<file path="src/rtl/core/bcq_pkg.sv">
package bcq_pkg;

  // widest slot count the register map and job format are laid out for
  localparam int unsigned MaxSlots = 4;
  localparam int unsigned SlotIdxW = 2;
  localparam int unsigned IdW      = 32;
  localparam int unsigned TimeW    = 32;
  localparam int unsigned HoldW    = 16;
  localparam int unsigned AddrW    = 5;
  localparam int unsigned DataW    = 32;

  // event entry: {pressed, timestamp, id}
  localparam int unsigned EntryW = 1 + TimeW + IdW;

  localparam logic [HoldW-1:0] HoldReset = 16'd100;

  // register indexes (byte address / 4)
  localparam logic [2:0] RegEnable = 3'd0;
  localparam logic [2:0] RegHold   = 3'd1;
  localparam logic [2:0] RegId0    = 3'd2;
  localparam logic [2:0] RegId1    = 3'd3;
  localparam logic [2:0] RegId2    = 3'd4;
  localparam logic [2:0] RegId3    = 3'd5;

  typedef struct packed {
    logic                command;
    logic [TimeW-1:0]    now_ms;
    logic [MaxSlots-1:0] change;
    logic [MaxSlots-1:0] state;
  } job_t;

  typedef struct packed {
    logic [IdW-1:0]   id_mask;
    logic             pressed;
    logic [TimeW-1:0] timestamp_ms;
    logic             events_lost;
  } result_t;

  typedef struct packed {
    logic [HoldW-1:0]              hold_ms;
    logic [MaxSlots-1:0][IdW-1:0]  ids;
  } back_cfg_t;

endpackage

</file>
<file path="src/rtl/core/bcq_if.sv">
interface bcq_in_if;
  logic        valid;
  logic        ready;
  logic        command;
  logic [3:0]  levels;
  logic [31:0] now_ms;

  modport source (output valid, command, levels, now_ms, input ready);
  modport sink   (input valid, command, levels, now_ms, output ready);
endinterface

interface bcq_out_if;
  logic        valid;
  logic        ready;
  logic [31:0] id_mask;
  logic        pressed;
  logic [31:0] timestamp_ms;
  logic        events_lost;

  modport source (output valid, id_mask, pressed, timestamp_ms, events_lost, input ready);
  modport sink   (input valid, id_mask, pressed, timestamp_ms, events_lost, output ready);
endinterface

</file>
<file path="src/rtl/core/bcq_ram.sv">
module bcq_ram #(
  parameter int unsigned Width = 8,
  parameter int unsigned Depth = 16,
  localparam int unsigned AW   = (Depth > 1) ? $clog2(Depth) : 1
) (
  input  logic             clk_i,
  input  logic             we_i,
  input  logic [AW-1:0]    waddr_i,
  input  logic [Width-1:0] wdata_i,
  input  logic             re_i,
  input  logic [AW-1:0]    raddr_i,
  output logic [Width-1:0] rdata_o
);

  logic [Width-1:0] mem_q [Depth];
  logic [Width-1:0] rdata_q;

  always_ff @(posedge clk_i) begin
    if (we_i) begin
      mem_q[waddr_i] <= wdata_i;
    end
    if (re_i) begin
      rdata_q <= mem_q[raddr_i];
    end
  end

  assign rdata_o = rdata_q;

endmodule

</file>
<file path="src/rtl/core/bcq_front.sv">
module bcq_front #(
  parameter int unsigned NumSlots = 4
) (
  input  logic                 clk_i,
  input  logic                 rst_ni,
  input  logic                 in_valid_i,
  output logic                 in_ready_o,
  input  logic                 command_i,
  input  logic [3:0]           levels_i,
  input  logic [31:0]          now_ms_i,
  input  logic [NumSlots-1:0]  enable_i,
  input  logic                 enable_wr_i,
  input  logic [NumSlots-1:0]  enable_wdata_i,
  output logic                 job_valid_o,
  output bcq_pkg::job_t        job_o,
  input  logic                 job_ready_i
);
  import bcq_pkg::*;

  logic [NumSlots-1:0] last_q, last_d;
  logic [NumSlots-1:0] now_pressed;
  logic [NumSlots-1:0] change;
  logic                accept;

  assign in_ready_o  = job_ready_i;
  assign accept      = in_valid_i & job_ready_i;
  assign now_pressed = ~levels_i[NumSlots-1:0];
  assign change      = (now_pressed ^ last_q) & enable_i;

  always_comb begin
    last_d = last_q;
    if (accept) begin
      last_d = last_q ^ change;
    end
    // a disabled slot falls back to released
    if (enable_wr_i) begin
      last_d = last_q & enable_wdata_i;
    end
  end

  always_ff @(posedge clk_i or negedge rst_ni) begin
    if (!rst_ni) begin
      last_q <= '0;
    end else begin
      last_q <= last_d;
    end
  end

  assign job_valid_o    = in_valid_i;
  assign job_o.command  = command_i;
  assign job_o.now_ms   = now_ms_i;
  assign job_o.change   = MaxSlots'(change);
  assign job_o.state    = MaxSlots'(now_pressed);

endmodule

</file>
<file path="src/rtl/core/bcq_job_fifo.sv">
module bcq_job_fifo (
  input  logic          clk_i,
  input  logic          rst_ni,
  input  logic          push_i,
  input  bcq_pkg::job_t push_data_i,
  output logic          ready_o,
  input  logic          pop_i,
  output logic          valid_o,
  output bcq_pkg::job_t pop_data_o
);
  import bcq_pkg::*;

  job_t       mem_q [2];
  logic       wr_q, rd_q;
  logic [1:0] cnt_q;
  logic       do_push, do_pop;

  assign ready_o    = (cnt_q != 2'd2);
  assign valid_o    = (cnt_q != 2'd0);
  assign pop_data_o = mem_q[rd_q];
  assign do_push    = push_i & ready_o;
  assign do_pop     = pop_i & valid_o;

  always_ff @(posedge clk_i) begin
    if (do_push) begin
      mem_q[wr_q] <= push_data_i;
    end
  end

  always_ff @(posedge clk_i or negedge rst_ni) begin
    if (!rst_ni) begin
      wr_q  <= 1'b0;
      rd_q  <= 1'b0;
      cnt_q <= 2'd0;
    end else begin
      if (do_push) begin
        wr_q <= ~wr_q;
      end
      if (do_pop) begin
        rd_q <= ~rd_q;
      end
      case ({do_push, do_pop})
        2'b10:   cnt_q <= cnt_q + 2'd1;
        2'b01:   cnt_q <= cnt_q - 2'd1;
        default: cnt_q <= cnt_q;
      endcase
    end
  end

endmodule

</file>
<file path="src/rtl/core/bcq_back.sv">
module bcq_back #(
  parameter int unsigned QueueDepth = 16
) (
  input  logic                clk_i,
  input  logic                rst_ni,
  input  logic                job_valid_i,
  input  bcq_pkg::job_t       job_i,
  output logic                job_pop_o,
  input  bcq_pkg::back_cfg_t  cfg_i,
  output logic                out_valid_o,
  input  logic                out_ready_i,
  output bcq_pkg::result_t    out_data_o
);
  import bcq_pkg::*;

  localparam int unsigned PW = (QueueDepth > 1) ? $clog2(QueueDepth) : 1;
  localparam int unsigned CW = $clog2(QueueDepth + 1);
  localparam int unsigned SW = CW + 1;

  typedef enum logic [2:0] {
    StIdle, StPush, StRead, StFirst, StNext, StCommit, StDone
  } state_e;

  state_e           state_q, state_d;
  job_t             job_q, job_d;
  logic [PW-1:0]    head_q, head_d;
  logic [CW-1:0]    count_q, count_d;
  logic [CW-1:0]    taken_q, taken_d;
  logic             lost_q, lost_d;
  logic [IdW-1:0]   acc_id_q, acc_id_d;
  logic             acc_state_q, acc_state_d;
  logic [TimeW-1:0] acc_ts_q, acc_ts_d;
  result_t          res_q, res_d;
  logic             out_valid_q, out_valid_d;

  logic              ram_we, ram_re;
  logic [PW-1:0]     ram_waddr, ram_raddr;
  logic [EntryW-1:0] ram_wdata, ram_rdata;

  logic [SlotIdxW-1:0] slot;
  logic [CW-1:0]       taken_inc;
  logic [TimeW-1:0]    age;
  logic [IdW-1:0]      rd_id;
  logic [TimeW-1:0]    rd_ts;
  logic                rd_state;

  function automatic logic [PW-1:0] wrap_add(logic [PW-1:0] base, logic [CW-1:0] off);
    logic [SW-1:0] s;
    s = SW'(base) + SW'(off);
    if (s >= SW'(QueueDepth)) begin
      s = s - SW'(QueueDepth);
    end
    return s[PW-1:0];
  endfunction

  bcq_ram #(
    .Width (EntryW),
    .Depth (QueueDepth)
  ) u_event_ram (
    .clk_i   (clk_i),
    .we_i    (ram_we),
    .waddr_i (ram_waddr),
    .wdata_i (ram_wdata),
    .re_i    (ram_re),
    .raddr_i (ram_raddr),
    .rdata_o (ram_rdata)
  );

  assign rd_id     = ram_rdata[IdW-1:0];
  assign rd_ts     = ram_rdata[IdW +: TimeW];
  assign rd_state  = ram_rdata[EntryW-1];
  assign age       = job_q.now_ms - rd_ts;
  assign taken_inc = taken_q + CW'(1);

  // lowest pending slot first, as the scan runs in slot order
  always_comb begin
    slot = '0;
    for (int i = MaxSlots - 1; i >= 0; i--) begin
      if (job_q.change[i]) begin
        slot = SlotIdxW'(i);
      end
    end
  end

  always_comb begin
    state_d     = state_q;
    job_d       = job_q;
    head_d      = head_q;
    count_d     = count_q;
    taken_d     = taken_q;
    lost_d      = lost_q;
    acc_id_d    = acc_id_q;
    acc_state_d = acc_state_q;
    acc_ts_d    = acc_ts_q;
    res_d       = res_q;
    out_valid_d = out_valid_q;
    job_pop_o   = 1'b0;
    ram_we      = 1'b0;
    ram_waddr   = wrap_add(head_q, count_q);
    ram_wdata   = {job_q.state[slot], job_q.now_ms, cfg_i.ids[slot]};
    ram_re      = 1'b0;
    ram_raddr   = head_q;

    if (out_valid_q && out_ready_i) begin
      out_valid_d = 1'b0;
    end

    unique case (state_q)
      StIdle: begin
        if (job_valid_i) begin
          job_pop_o = 1'b1;
          job_d     = job_i;
          state_d   = StPush;
        end
      end
      StPush: begin
        if (job_q.change == '0) begin
          state_d = job_q.command ? StRead : StIdle;
        end else begin
          job_d.change[slot] = 1'b0;
          if (count_q == CW'(QueueDepth)) begin
            lost_d = 1'b1;
          end else begin
            ram_we  = 1'b1;
            count_d = count_q + CW'(1);
          end
        end
      end
      StRead: begin
        acc_id_d    = '0;
        acc_state_d = 1'b0;
        acc_ts_d    = '0;
        taken_d     = '0;
        if (count_q == '0) begin
          state_d = StCommit;
        end else begin
          ram_re  = 1'b1;
          state_d = StFirst;
        end
      end
      StFirst: begin
        state_d = StCommit;
        if (age > TimeW'(cfg_i.hold_ms)) begin
          acc_id_d    = rd_id;
          acc_state_d = rd_state;
          acc_ts_d    = rd_ts;
          taken_d     = CW'(1);
          if (CW'(1) < count_q) begin
            ram_re    = 1'b1;
            ram_raddr = wrap_add(head_q, CW'(1));
            state_d   = StNext;
          end
        end
      end
      StNext: begin
        state_d = StCommit;
        if (rd_state == acc_state_q) begin
          acc_id_d = acc_id_q | rd_id;
          taken_d  = taken_inc;
          if (taken_inc < count_q) begin
            ram_re    = 1'b1;
            ram_raddr = wrap_add(head_q, taken_inc);
            state_d   = StNext;
          end
        end
      end
      StCommit: begin
        head_d  = wrap_add(head_q, taken_q);
        count_d = count_q - taken_q;
        state_d = StDone;
      end
      StDone: begin
        if (!out_valid_q || out_ready_i) begin
          res_d.id_mask      = acc_id_q;
          res_d.pressed      = acc_state_q;
          res_d.timestamp_ms = acc_ts_q;
          res_d.events_lost  = lost_q;
          lost_d             = 1'b0;
          out_valid_d        = 1'b1;
          state_d            = StIdle;
        end
      end
      default: state_d = StIdle;
    endcase
  end

  always_ff @(posedge clk_i or negedge rst_ni) begin
    if (!rst_ni) begin
      state_q     <= StIdle;
      head_q      <= '0;
      count_q     <= '0;
      lost_q      <= 1'b0;
      out_valid_q <= 1'b0;
    end else begin
      state_q     <= state_d;
      head_q      <= head_d;
      count_q     <= count_d;
      lost_q      <= lost_d;
      out_valid_q <= out_valid_d;
    end
  end

  always_ff @(posedge clk_i) begin
    job_q       <= job_d;
    taken_q     <= taken_d;
    acc_id_q    <= acc_id_d;
    acc_state_q <= acc_state_d;
    acc_ts_q    <= acc_ts_d;
    res_q       <= res_d;
  end

  assign out_valid_o = out_valid_q;
  assign out_data_o  = res_q;

endmodule

</file>
<file path="src/rtl/core/button_chord_event_queue.sv">
// Button chord event queue. Each request samples the active-low button levels with the
// current millisecond time; every enabled slot whose pressed state changed queues an event
// (slot id, new state, time) in slot order. A request with command 1 then releases the
// oldest event if its age exceeds hold_ms, merging the ids of the following events of the
// same state, and returns one result (all zeros besides events_lost when nothing is due).
// Events that find the QUEUE_DEPTH-entry queue full are dropped and reported in
// events_lost of the next result. The front classifies a request combinationally and
// hands it through a two-entry job queue to the back, which retires it one step at a
// time: it takes the job, queues the event of each changed slot, and on a read examines
// the oldest event and then each following event of the same state (one event-memory
// read per cycle), commits the new head and count and posts the result. Registers:
// 0 button_enable, 1 hold_ms, 2..5 button_id_0..3 at byte address 4*index; write
// configuration only while idle.
module button_chord_event_queue #(
  parameter int unsigned NUM_SLOTS   = 4,
  parameter int unsigned QUEUE_DEPTH = 16
) (
  input  logic                        clk_i,
  input  logic                        rst_ni,
  bcq_in_if.sink                      req_i,
  bcq_out_if.source                   rsp_o,
  input  logic                        psel,
  input  logic                        penable,
  input  logic                        pwrite,
  input  logic [bcq_pkg::AddrW-1:0]   paddr,
  input  logic [bcq_pkg::DataW-1:0]   pwdata,
  output logic [bcq_pkg::DataW-1:0]   prdata,
  output logic                        pready
);
  import bcq_pkg::*;

  logic [NUM_SLOTS-1:0]         enable_q, enable_d;
  logic [HoldW-1:0]             hold_q, hold_d;
  logic [MaxSlots-1:0][IdW-1:0] id_q, id_d;
  logic                         cfg_wr;
  logic                         enable_wr;
  logic [2:0]                   reg_idx;

  job_t      front_job, fifo_job;
  logic      front_valid, fifo_ready, fifo_valid, fifo_pop;
  back_cfg_t back_cfg;
  result_t   result;

  assign pready  = 1'b1;
  assign cfg_wr  = psel & penable & pwrite;
  assign reg_idx = paddr[4:2];

  always_comb begin
    enable_d  = enable_q;
    hold_d    = hold_q;
    id_d      = id_q;
    enable_wr = 1'b0;
    if (cfg_wr) begin
      unique case (reg_idx)
        RegEnable: begin
          enable_d  = pwdata[NUM_SLOTS-1:0];
          enable_wr = 1'b1;
        end
        RegHold: hold_d    = pwdata[HoldW-1:0];
        RegId0:  id_d[0]   = pwdata;
        RegId1:  id_d[1]   = pwdata;
        RegId2:  id_d[2]   = pwdata;
        RegId3:  id_d[3]   = pwdata;
        default: ;
      endcase
    end
  end

  always_comb begin
    unique case (reg_idx)
      RegEnable: prdata = DataW'(enable_q);
      RegHold:   prdata = DataW'(hold_q);
      RegId0:    prdata = id_q[0];
      RegId1:    prdata = id_q[1];
      RegId2:    prdata = id_q[2];
      RegId3:    prdata = id_q[3];
      default:   prdata = '0;
    endcase
  end

  always_ff @(posedge clk_i or negedge rst_ni) begin
    if (!rst_ni) begin
      enable_q <= '0;
      hold_q   <= HoldReset;
      id_q     <= '0;
    end else begin
      enable_q <= enable_d;
      hold_q   <= hold_d;
      id_q     <= id_d;
    end
  end

  bcq_front #(
    .NumSlots (NUM_SLOTS)
  ) u_front (
    .clk_i          (clk_i),
    .rst_ni         (rst_ni),
    .in_valid_i     (req_i.valid),
    .in_ready_o     (req_i.ready),
    .command_i      (req_i.command),
    .levels_i       (req_i.levels),
    .now_ms_i       (req_i.now_ms),
    .enable_i       (enable_q),
    .enable_wr_i    (enable_wr),
    .enable_wdata_i (enable_d),
    .job_valid_o    (front_valid),
    .job_o          (front_job),
    .job_ready_i    (fifo_ready)
  );

  bcq_job_fifo u_job_fifo (
    .clk_i       (clk_i),
    .rst_ni      (rst_ni),
    .push_i      (front_valid),
    .push_data_i (front_job),
    .ready_o     (fifo_ready),
    .pop_i       (fifo_pop),
    .valid_o     (fifo_valid),
    .pop_data_o  (fifo_job)
  );

  assign back_cfg.hold_ms = hold_q;
  assign back_cfg.ids     = id_q;

  bcq_back #(
    .QueueDepth (QUEUE_DEPTH)
  ) u_back (
    .clk_i       (clk_i),
    .rst_ni      (rst_ni),
    .job_valid_i (fifo_valid),
    .job_i       (fifo_job),
    .job_pop_o   (fifo_pop),
    .cfg_i       (back_cfg),
    .out_valid_o (rsp_o.valid),
    .out_ready_i (rsp_o.ready),
    .out_data_o  (result)
  );

  assign rsp_o.id_mask      = result.id_mask;
  assign rsp_o.pressed      = result.pressed;
  assign rsp_o.timestamp_ms = result.timestamp_ms;
  assign rsp_o.events_lost  = result.events_lost;

endmodule

</file>
<file path="src/flat_wrapper.sv">
// flat-port wrapper written by rule: the top's interface ports become plain ports
module button_chord_event_queue_flat import bcq_pkg::*;
#(
  parameter int unsigned NUM_SLOTS   = 4,
  parameter int unsigned QUEUE_DEPTH = 16
)
  (clk_i, rst_ni, psel, penable, pwrite, paddr, pwdata, prdata, pready, req_i_valid, req_i_command, req_i_levels, req_i_now_ms, req_i_ready, rsp_o_valid, rsp_o_id_mask, rsp_o_pressed, rsp_o_timestamp_ms, rsp_o_events_lost, rsp_o_ready);
  bcq_in_if req_i_i ();
  bcq_out_if rsp_o_i ();
  input  logic clk_i;
  input  logic rst_ni;
  input  logic psel;
  input  logic penable;
  input  logic pwrite;
  input  logic [bcq_pkg::AddrW-1:0] paddr;
  input  logic [bcq_pkg::DataW-1:0] pwdata;
  output logic [bcq_pkg::DataW-1:0] prdata;
  output logic pready;
  input wire logic [$bits(req_i_i.valid)-1:0] req_i_valid;
  input wire logic [$bits(req_i_i.command)-1:0] req_i_command;
  input wire logic [$bits(req_i_i.levels)-1:0] req_i_levels;
  input wire logic [$bits(req_i_i.now_ms)-1:0] req_i_now_ms;
  output wire logic [$bits(req_i_i.ready)-1:0] req_i_ready;
  output wire logic [$bits(rsp_o_i.valid)-1:0] rsp_o_valid;
  output wire logic [$bits(rsp_o_i.id_mask)-1:0] rsp_o_id_mask;
  output wire logic [$bits(rsp_o_i.pressed)-1:0] rsp_o_pressed;
  output wire logic [$bits(rsp_o_i.timestamp_ms)-1:0] rsp_o_timestamp_ms;
  output wire logic [$bits(rsp_o_i.events_lost)-1:0] rsp_o_events_lost;
  input wire logic [$bits(rsp_o_i.ready)-1:0] rsp_o_ready;
  assign req_i_i.valid = req_i_valid;
  assign req_i_i.command = req_i_command;
  assign req_i_i.levels = req_i_levels;
  assign req_i_i.now_ms = req_i_now_ms;
  assign req_i_ready = req_i_i.ready;
  assign rsp_o_valid = rsp_o_i.valid;
  assign rsp_o_id_mask = rsp_o_i.id_mask;
  assign rsp_o_pressed = rsp_o_i.pressed;
  assign rsp_o_timestamp_ms = rsp_o_i.timestamp_ms;
  assign rsp_o_events_lost = rsp_o_i.events_lost;
  assign rsp_o_i.ready = rsp_o_ready;
  button_chord_event_queue #(.NUM_SLOTS(NUM_SLOTS), .QUEUE_DEPTH(QUEUE_DEPTH)) u_core (.clk_i(clk_i), .rst_ni(rst_ni), .req_i(req_i_i), .rsp_o(rsp_o_i), .psel(psel), .penable(penable), .pwrite(pwrite), .paddr(paddr), .pwdata(pwdata), .prdata(prdata), .pready(pready));
endmodule
</file>
<file path="config.mk">
export PLATFORM = sky130hd
export DESIGN_NAME = button_chord_event_queue_flat
export DESIGN_NICKNAME = d
export VERILOG_FILES = /design/src/rtl/core/bcq_pkg.sv /design/src/rtl/core/bcq_if.sv /design/src/rtl/core/bcq_ram.sv /design/src/rtl/core/bcq_front.sv /design/src/rtl/core/bcq_job_fifo.sv /design/src/rtl/core/bcq_back.sv /design/src/rtl/core/button_chord_event_queue.sv /design/src/flat_wrapper.sv
export SDC_FILE = /design/constraint.sdc
export NUM_CORES = 2
export LEC_CHECK = 0
export CELL_PAD_IN_SITES_DETAIL_PLACEMENT = 0
export CELL_PAD_IN_SITES_GLOBAL_PLACEMENT = 1
export CORE_ASPECT_RATIO = 1.75
export CORE_UTILIZATION = 39
export DETAILED_ROUTE_END_ITERATION = 10
export DONT_BUFFER_PORTS = 1
export PLACE_DENSITY = 0.69
export SYNTH_ARGS = -nofsm -noshare
export SYNTH_HDL_FRONTEND = slang
export SYNTH_SLANG_ARGS = --single-unit
</file>
<file path="constraint.sdc">
create_clock -name clk_i -period 12.33 [get_ports clk_i]
set_input_delay 1.233 -clock clk_i [delete_from_list [all_inputs] [get_ports clk_i]]
set_output_delay 1.233 -clock clk_i [all_outputs]
set_load 0.05 [all_outputs]
</file>
==> report_table.html <==
<table>
<tr><th>Metric</th><th>Value</th></tr>
<tr><th colspan="2">Routing</th></tr>
<tr><td>Starting DRC count in detailed routing</td><td>2463</td></tr>
<tr><td>Via count</td><td>33546</td></tr>
<tr><td>Via-per-instance ratio</td><td>5.563</td></tr>
<tr><td>Remaining design rule violation count</td><td>0</td></tr>
<tr><td>Avg WL per Cell</td><td>26.82 um</td></tr>
<tr><td>Detailed Routing Iterations Pass 1</td><td>6</td></tr>
<tr><td>Total routed wirelength</td><td>161.7 mm</td></tr>
<tr><td>Antenna violation net count after detailed routing</td><td>0</td></tr>
<tr><th colspan="2">Setup path</th></tr>
<tr><td>Critical Path End Type</td><td>register</td></tr>
<tr><td>Setup slack on the worst flop-to-flop path</td><td>4.18 ns</td></tr>
<tr><td>CP required</td><td>12.82 ns</td></tr>
<tr><td>Worst R2R End</td><td>u_core.u_back.u_event_ram.rdata_o[57]$_DFFE_PP_</td></tr>
<tr><td>Worst Reg-to-Reg Cells</td><td>21</td></tr>
<tr><td>FF-to-FF Start</td><td>u_core.u_back.job_q[16]$_DFFE_PP_</td></tr>
<tr><td>Worst setup SP type</td><td>register</td></tr>
<tr><td>Worst endpoint data arrival time</td><td>8.64 ns</td></tr>
<tr><td>Critical path start-end classification</td><td>register to register</td></tr>
<tr><td>Highest net fanout along the worst path</td><td>52</td></tr>
<tr><th colspan="2">Global routing</th></tr>
<tr><td>Overall routing resource usage</td><td>19.53%</td></tr>
<tr><td>First-pass GRT wire length</td><td>232.6 mm</td></tr>
<tr><td>Maximum number of pins on one net before global-route repair</td><td>171</td></tr>
<tr><td>Vias in the first global route</td><td>34360</td></tr>
<tr><td>Total grt overflow</td><td>0</td></tr>
<tr><td>Number of antenna violations at the first check in global routing</td><td>6</td></tr>
<tr><th colspan="2">Floorplanning</th></tr>
<tr><td>Count of boundary I/O pins</td><td>182</td></tr>
<tr><td>Cell Rows</td><td>195</td></tr>
<tr><td>Die X</td><td>306.5 um</td></tr>
<tr><td>Core region area</td><td>161300 um2</td></tr>
<tr><td>Initial Utilization</td><td>39.25%</td></tr>
<tr><td>Area of the die</td><td>164000 um2</td></tr>
<tr><td>Die Y-Extent</td><td>534.9 um</td></tr>
<tr><th colspan="2">Synthesis</th></tr>
<tr><td>Mapped Nets</td><td>3866</td></tr>
<tr><td>Number of synthesized flops with an enable pin</td><td>1364</td></tr>
<tr><td>Number of distinct standard cells referenced by the synthesized netlist</td><td>81</td></tr>
<tr><td>Mapped Cells</td><td>3713</td></tr>
<tr><td>Commonest cells in the netlist</td><td>1364 x edfxtp_1, 381 x mux2i_1, 332 x mux2_2</td></tr>
<tr><td>Post-synth top flop</td><td>edfxtp_1</td></tr>
<tr><td>Share of synthesized flip-flops with an asynchronous set or reset</td><td>11.08%</td></tr>
<tr><td>Number of synthesized register bits</td><td>1534</td></tr>
<tr><td>Yosys warning count</td><td>0</td></tr>
<tr><td>Top-area cell type share of the netlist area</td><td>64.71%</td></tr>
<tr><td>Syn Area/Cell</td><td>17.05 um2</td></tr>
<tr><td>Library cell with the highest instance count after synthesis</td><td>edfxtp_1</td></tr>
<tr><td>Fraction of the yosys area taken by sequential cells</td><td>71.44%</td></tr>
<tr><td>Synth top area cells</td><td>edfxtp_1 65%, dfrtp_1 6.6%, mux2i_1 6.0%, mux2_2 5.9%, a22oi_1 1.7%</td></tr>
<tr><td>Post-synth design cell area</td><td>63300 um2</td></tr>
<tr><td>Cell taking the most area after synthesis</td><td>edfxtp_1</td></tr>
<tr><th colspan="2">Final layout</th></tr>
<tr><td>Storage element area</td><td>45220 um2</td></tr>
<tr><td>Area of the multi-input gates</td><td>16920 um2</td></tr>
<tr><td>Final layout net count</td><td>3905</td></tr>
<tr><td>Post-layout instance area</td><td>70680 um2</td></tr>
<tr><td>Ratio of cells with drive above 1 in the final layout</td><td>20.35%</td></tr>
<tr><td>Area overhead of the layout relative to synthesis</td><td>11.67%</td></tr>
<tr><td>Fillcell total</td><td>14081</td></tr>
<tr><th colspan="2">Power and ir drop</th></tr>
<tr><td>Maximum vdd ir drop</td><td>0.2074 mV</td></tr>
<tr><td>Power density cells</td><td>285.2 nW/um2</td></tr>
<tr><td>Static power due to leakage</td><td>24.92 nW</td></tr>
<tr><th colspan="2">Timing</th></tr>
<tr><td>Rel. slew slack</td><td>14.54%</td></tr>
<tr><td>Worst Skew</td><td>0.05921 ns</td></tr>
<tr><td>Minimum clock period</td><td>8.147 ns</td></tr>
<tr><td>Worst Max-Slew Pin Slew</td><td>1.301 ns</td></tr>
<tr><td>Accumulated negative setup slack</td><td>0 ns</td></tr>
<tr><td>Final setup violating endpoints</td><td>0</td></tr>
<tr><td>Portion of the clock cycle consumed by the worst path in the final layout</td><td>66.07%</td></tr>
<tr><td>Fmax</td><td>0.1228 GHz</td></tr>
<tr><td>PnR worst setup slack</td><td>4.183 ns</td></tr>
<tr><td>Final number of max-transition violations</td><td>0</td></tr>
<tr><td>Final number of hold-violating endpoints</td><td>0</td></tr>
<tr><td>Unrepaired setup endpoints after global routing</td><td>no</td></tr>
<tr><th colspan="2">Hold path</th></tr>
<tr><td>Class of the most critical hold timing path</td><td>input pin to async pin</td></tr>
<tr><th colspan="2">CTS</th></tr>
<tr><td>CTS Root Buffer Type</td><td>clkbuf_16</td></tr>
<tr><td>Post-CTS Setup Inserts</td><td>0</td></tr>
<tr><td>CTS H-tree lvls</td><td>4</td></tr>
<tr><td>TritonCTS Buffers</td><td>150</td></tr>
<tr><td>Post-cts sizing count</td><td>0</td></tr>
<tr><td>Clock net sink count</td><td>1534</td></tr>
<tr><td>Maximum clock path buffer count</td><td>4</td></tr>
<tr><td>Clk Latency, worst-skew pair</td><td>0.81 ns</td></tr>
<tr><td>Clock transition time at the flip-flop clock pins of the worst setup and hold paths</td><td>0.06 ns</td></tr>
<tr><td>Hold-fix buffers at CTS</td><td>0</td></tr>
<tr><td>CTS tree</td><td>yes</td></tr>
<tr><th colspan="2">Placement</th></tr>
<tr><td>Post-DP Area</td><td>65830 um2</td></tr>
<tr><td>Worst Setup Slack post-DPL</td><td>4.272 ns</td></tr>
<tr><td>IO Port Bufs</td><td>0</td></tr>
<tr><td>Gpl congestion</td><td>0.8737</td></tr>
<tr><td>Post-DP HPWL</td><td>92.79 mm</td></tr>
<tr><th colspan="2">Status</th></tr>
<tr><td>Status</td><td>finished clean</td></tr>
<tr><th colspan="2">Flow run</th></tr>
<tr><td>Max-Cap Viols</td><td>0</td></tr>
</table>
-- through the flow --
| step | power [mW] | hold slack (ns) | util [%] | cells |
|---|---|---|---|---|
| after global routing | 21.10 | 0.1071 | 43.83 | 6030 |
| after CTS | 20.31 | 0.09315 | 43.83 | 6029 |
| after global placement | 15.54 | 0.4061 | 40.82 | 5767 |
| after floorplan | 13.37 | 0.4003 | - | 3713 |
| final | 20.16 | 0.1278 | 43.83 | 6030 |
| after detailed placement | 15.69 | 0.4045 | 40.82 | 5767 |
-- worst max-delay path, stage by stage (launching register included) --
cell       delay (ns)
edfxtp_1         0.64
ha_1             0.56
nand2_1          0.14
a211oi_1         0.23
o21ai_0          0.24
a21boi_0         0.44
nor2_1           0.11
xnor2_1          0.19
ha_1             0.31
nand4_1          0.15
nor4_1           0.35
a21oi_1          0.12
nor3_1           0.21
nand4_1          0.18
nor4_4           0.38
and2_1           0.48
o211a_4          0.74
buf_4            0.75
buf_4            0.74
mux2_2           0.41
o22ai_1          0.24
a2111oi_2        0.09
-- metal layers --
metal	GRT usage [%]	wire length, um
met1	23.67	64080
met2	34.25	81800
met3	3.874	10240
met4	7.171	5571
met5	0	54
-- power by group --
| group | switching [mW] | total (mW) | internal [mW] |
|---|---|---|---|
| Combinational | 4.86 | 7.47 | 2.61 |
| Clock | 1.96 | 4.61 | 2.65 |
| Sequential | 0.574 | 8.08 | 7.50 |
-- how the worst max path moves through the flow --
stage / start / end / slack, ns / cells after the start
6_report: u_core.u_back.job_q[16]$_DFFE_PP_ / u_core.u_back.u_event_ram.rdata_o[57]$_DFFE_PP_ / 4.18 / 21
5_1_grt: u_core.u_back.job_q[13]$_DFFE_PP_ / u_core.u_back.u_event_ram.rdata_o[64]$_DFFE_PP_ / 3.68 / 22
4_1_cts: u_core.u_back.job_q[13]$_DFFE_PP_ / u_core.u_back.u_event_ram.rdata_o[57]$_DFFE_PP_ / 4.21 / 21
3_5_place_dp: u_core.u_back.job_q[13]$_DFFE_PP_ / u_core.u_back.u_event_ram.rdata_o[57]$_DFFE_PP_ / 4.27 / 21
3_3_place_gp: u_core.u_back.job_q[13]$_DFFE_PP_ / u_core.u_back.u_event_ram.rdata_o[33]$_DFFE_PP_ / 4.36 / 21
2_1_floorplan: u_core.u_back.job_q[8]$_DFFE_PP_ / u_core.u_back.acc_id_q[0]$_DFFE_PP_ / 5.67 / 19
-- placed cells by master (no fill, tap or decap), drive strengths merged, types with 66 or more instances in the layout --
master,Yosys,routed
nor2b,74,74
a2111oi,66,66
ha,67,67
inv,78,88
nand2,77,77
edfxtp,1364,1364
mux2i,381,381
clkbuf,92,183
dfrtp,167,167
o22ai,95,95
mux2,333,333
a22oi,144,144
a211oi,74,74
a21oi,133,133
nor2,102,102
buf,106,85
-- area by class of cell --
type / instances / area share (%)
diodes: 1 / 0.003540
clock inverters: 79 / 1.282
clock buffers: 183 / 5.574
inverters: 78 / 0.4142
flip-flops and latches: 1534 / 63.97
multi-input cells: 1903 / 23.94
repair buffers: 85 / 0.9736
well taps: 2167 / 3.836
-- state kept, by name, summed over array words and instances, names as in the netlist, 5 cells and up, named ones only --
register	flops
u_core.hold_q	16
u_core.u_back.taken_q	5
u_core.back_cfg	128
u_core.u_back.acc_id_q	32
u_core.u_back.u_event_ram.rdata_o	65
u_core.u_job_fifo.mem_q	82
u_core.u_back.count_q	5
u_core.u_back.u_event_ram.mem_q	1040
u_core.u_back.out_data_o	66
u_core.u_back.acc_ts_q	32
u_core.u_back.job_q	41
-- logic make-up after synthesis --
family | after synthesis | synth area share (%)
and+or+nand+nor | 364 | 2.914
muxes | 748 | 13.16
other | 1 | 0.005924
adders and majority gates | 72 | 1.483
buffers and inverters | 276 | 2.301
DFF | 1534 | 71.44
AOI/OAI and AO/OA | 673 | 8.079
xor gates and xnor gates | 45 | 0.6227
(Power assumes the default switching activity.)
